File: src/sv/stack_machine_executor_assert.svh
// ----------------------------------------------------------------------------
// Assertion macros for the stack machine executor
// Concurrent checks clocked on clk and disabled while rst_n is low.
// ----------------------------------------------------------------------------
`ifndef STACK_MACHINE_EXECUTOR_ASSERT_SVH
`define STACK_MACHINE_EXECUTOR_ASSERT_SVH
`ifndef ASSERT_OFF
// property holds at every edge
`define SME_ASSERT(label, prop, msg) \
    label: assert property (@(posedge clk) disable iff (!rst_n) (prop)) else $error(msg);
// condition implies expression at the next edge
`define SME_ASSERT_NEXT(label, cond, expr, msg) \
    label: assert property (@(posedge clk) disable iff (!rst_n) (cond) |=> (expr)) \
        else $error(msg);
`else
`define SME_ASSERT(label, prop, msg)
`define SME_ASSERT_NEXT(label, cond, expr, msg)
`endif
`endif

File: src/sv/sme_ram.sv
`default_nettype none
// ----------------------------------------------------------------------------
// sme_ram
// Simple dual-port RAM: one write port, one read port with registered data.
// ----------------------------------------------------------------------------
module sme_ram #(
    parameter int WIDTH = 32,
    parameter int DEPTH = 64
) (
    input  wire                     clk,
    input  wire                     we,
    input  wire [$clog2(DEPTH)-1:0] waddr,
    input  wire [WIDTH-1:0]         wdata,
    input  wire [$clog2(DEPTH)-1:0] raddr,
    output logic [WIDTH-1:0]        rdata
);

    logic [WIDTH-1:0] mem [DEPTH];

    // read returns the old contents on a same-address write
    always_ff @(posedge clk)
    begin
        if (we)
        begin
            mem[waddr] <= wdata;
        end
        rdata <= mem[raddr];
    end

endmodule
`default_nettype wire

File: config.mk
export PLATFORM = sky130hd
export DESIGN_NAME = sme_ram
export DESIGN_NICKNAME = d
export VERILOG_FILES = /design/src/sv/stack_machine_executor_assert.svh /design/src/sv/sme_ram.sv
export SDC_FILE = /design/constraint.sdc
export NUM_CORES = 2
export LEC_CHECK = 0
export BUFFER_PORTS_ARGS = -buffer_cell sky130_fd_sc_hd__buf_4
export CORE_MARGIN = 2
export CORE_UTILIZATION = 31
export CTS_CLUSTER_DIAMETER = 50
export DETAILED_ROUTE_END_ITERATION = 8
export PLACE_DENSITY = 0.44
export SYNTH_ARGS = -nofsm -noshare
export SYNTH_HDL_FRONTEND = slang
export SYNTH_SLANG_ARGS = --single-unit
File: constraint.sdc
create_clock -name clk -period 9.2 [get_ports clk]
set_input_delay 1.84 -clock clk [delete_from_list [all_inputs] [get_ports clk]]
set_output_delay 1.84 -clock clk [all_outputs]
set_load 0.005 [all_outputs]
==> metrics.md <==
| Metric | Value |
|---|---|
| Overall Power | 21000 uW |
| Vias in the first global route | 37.9k |
| Ports | 78 |
| Peak VDD IR | 0.173 mV |
| Synth Area in Adders | 0% |
| Syn_area_per_cell | 23.6 sq um |
| Post-CTS Setup Inserts | 0 |
| Critical path depth | 6 |
| GP Congestion | 0.726 |
| Pre-Repair DR Iteration Count | 7 |
| Main combinational cell family by area after synthesis | multiplexers |
| Met2 wire len | 109000 um |
| Nets | 3605 |
| Largest net degree at the start of global routing | 98 |
| Max cap viols | 0 |
| Worst Max-Slew Pin Slew | 1.03 ns |
| Worst path max stage delay | 0.74 ns |
| Yosys reg bits | 2080 |
| Post-synth top flop | edfxtp_1 |
| Wire length on met1 | 100000 um |
| Hold_buf cts | 0 |
| Drt initial violations | 3601 |
| Sequential element share of the synthesized area | 79.1% |
| Number of synthesis warnings | 0 |
| Pwr dens | 229 nW/um^2 |
| Vias per cell | 5.09 |
| CP Capture Type | register |
| Max layer used | met5 |
| Final TNS setup | 0 ns |
| Clock insertion delay at the later pin of the skew report | 0.86 ns |
| Routed met3 length | 11100 um |
| Routed Antenna Nets | 0 |
| Family with the most delay on the worst path | multiplexers |
| CP bufs+invs | 2 |
| DIE HEIGHT | 507 um |
| Most frequent CP cell | mux4_2 |
| Core region area | 252000 sq um |
| CTS tree | yes |
| WL/cell | 31.7 um |
| Area Overhead vs Synth | 16.9% |
| Worst Setup Start Kind | primary input |
| Initial antenna violation count | 10 |
| Synthesized cell area | 78500 sq um |
| Class of the worst hold path | reg2reg |
| Slowest CP cell | o22ai_1 |
| Final wirelength | 226000 um |
| Reg-to-reg slack, setup | 6.74 ns |
| RSZ-0062 raised after global routing | false |
| # rows | 184 |
| First-pass GRT wire length | 312000 um |
| Final Hold Vio Count | 0 |
| CTS max path bufs | 3 |
| Port Buffers | 77 |
| Initial core utilization | 31.2% |
| CTS Root Buffer Type | clkbuf_16 |
| Worst reg2reg path depth | 4 |
| Xor and xnor area share after synthesis | 0% |
| Crit Path Max Fanout | 77 |
| Dpl hpwl | 116000 um |
| Die width | 507 um |
| Post-CTS sizing | 0 |
| Vias | 36.3k |
| Run status | completed |
| Post-Synth Simple-Gate Area | 1.27% |
| Achievable frequency | 0.220 GHz |
| Post-synth cell types | 34 |
| Compound-cell area share of the yosys netlist | 1.67% |
| P_leak | 0.0282 uW |
| Asr flop ratio synth | 0% |
| Drt drc | 0 |
| CP arrival | 5.23 ns |
| Inserted Clock Buffers | 237 |
| Tcrit/Tclk final | 49.4% |
| Critical path type | in2reg |
| Tot GR Track Use | 17.5% |
| Critical-path cell list | buf_8, buf_12, mux4_2, mux4_2, o22ai_1, nor2_1 |
| Worst EP required | 9.88 ns |
| Cells after Synth | 3324 |
| Post-synth EDFFs | 2048 |
| Remaining global-route overflow | 0 |
| Full die area | 257000 sq um |
| Clock Skew | 0.0301 ns |
| Share of cells above drive strength 1 | 30.6% |
| Max-slew violations | 0 |
| Hold slack | 0.800 ns |
| Post-synthesis mux area share | 16.8% |
| Clk slew on worst S/H paths | 0.06 ns |
| Worst slew margin | 31.0% |
| CTS sink cnt | 2080 |
| Fillers | 22.8k |
| H-tree Lvls | 4 |
| Synthesized Nets | 3370 |
| Hold path depth | 4 |
| Final setup fails | 0 |
| Min cycle time layout | 4.54 ns |
state kept, by name, indices dropped and copies added, names as in the netlist:
signal  count
mem      2048
rdata      32
path summary, 6_finish.rpt:
kind | start | endpoint
worst max register to register | mem[47][7]$_DFFE_PP_ | rdata[7]$_DFF_P_
worst max-delay path | raddr[0] | rdata[7]$_DFF_P_
worst min-delay path | mem[28][17]$_DFFE_PP_ | rdata[17]$_DFF_P_
worst min register to register | mem[28][17]$_DFFE_PP_ | rdata[17]$_DFF_P_
where the power goes:
part	switching, uW	leakage, uW	internal [uW]
combinational	595	0.00563	354
sequential	46.4	0.0187	10500
clock	3890	0.00385	5620
total	4530	0.0282	16500
tightest hold or removal path: stages (launching register included):
cell and delay (ns):
edfxtp_1 0.32, mux2i_1 0.06, nand2_1 0.06, a311oi_1 0.08, nor3_1 0.22
layer usage:
layer / global-route usage (%) / vias to the layer above
li1: - / 14800
met1: 24.2 / 20100
met2: 28.4 / 991
met3: 2.99 / 330
met4: 5.00 / 2
met5: 0 / -
layout by cell type (no fill, tap or decap), types with 8 or more instances in the layout:
| cell type | instances |
|---|---|
| clkinv_1 | 44 |
| clkbuf_1 | 48 |
| mux4_2 | 544 |
| nand2_1 | 25 |
| nor2_4 | 62 |
| a21oi_1 | 62 |
| a311oi_1 | 8 |
| clkbuf_16 | 241 |
| a22oi_1 | 12 |
| bufinv_16 | 26 |
| buf_4 | 164 |
| clkinv_2 | 31 |
| dfxtp_1 | 32 |
| clkinv_4 | 17 |
| buf_12 | 10 |
| clkbuf_8 | 9 |
| nor2b_1 | 14 |
| o22ai_1 | 84 |
| mux2i_1 | 93 |
| clkinvlp_4 | 13 |
| edfxtp_1 | 2048 |
| nor2_1 | 75 |
| o221ai_1 | 27 |
| inv_6 | 9 |
layout make-up:
cell class | instances | area, sq um | area share, %
repair buffers | 178 | 1490 | 1.62
multi-input cells | 1062 | 16000 | 17.4
well taps | 3348 | 4190 | 4.56
diodes | 6 | 15.0 | 0.0164
flip-flops and latches | 2080 | 62100 | 67.7
clock inverters | 152 | 1630 | 1.77
clock buffers | 298 | 6330 | 6.90
metrics by stage:
stage	instances	area [sq um]	utilization, %	worst slack, ns
finish	7124	91800	36.5	4.66
global route	7120	91800	36.5	4.48
CTS	7118	91800	36.5	4.58
detailed placement	6668	83800	33.3	3.65
global placement	6668	83800	33.3	3.66
floorplan	3324	78500	-	4.20
cell usage after synthesis, drive strengths merged (2+ instances only):
library cell	n	area share (%)
a21oi	62	0.40
a22oi	12	0.11
a311oi	8	0.089
a41o	4	0.051
and2	2	0.016
and3	4	0.032
buf	108	0.77
clkbuf	74	0.35
dfxtp	32	0.82
edfxtp	2048	78
mux2i	93	1.2
mux4	544	16
nand2	26	0.12
nand2b	8	0.064
nand3	5	0.032
nand3b	5	0.048
nand4	2	0.016
nor2	137	0.65
nor2b	15	0.12
nor3	7	0.045
o221ai	27	0.30
o22ai	84	0.67
o32ai	4	0.045
or2	3	0.024
or3	3	0.024
or3b	5	0.056
cell families after synthesis:
family	Yosys count
AO/OA/AOI/OAI	202
multiplexers	637
flip-flops	2080
buffers and inverters	182
AND/OR/NAND/NOR	223
Note: power is estimated with default switching activity, not from simulation.
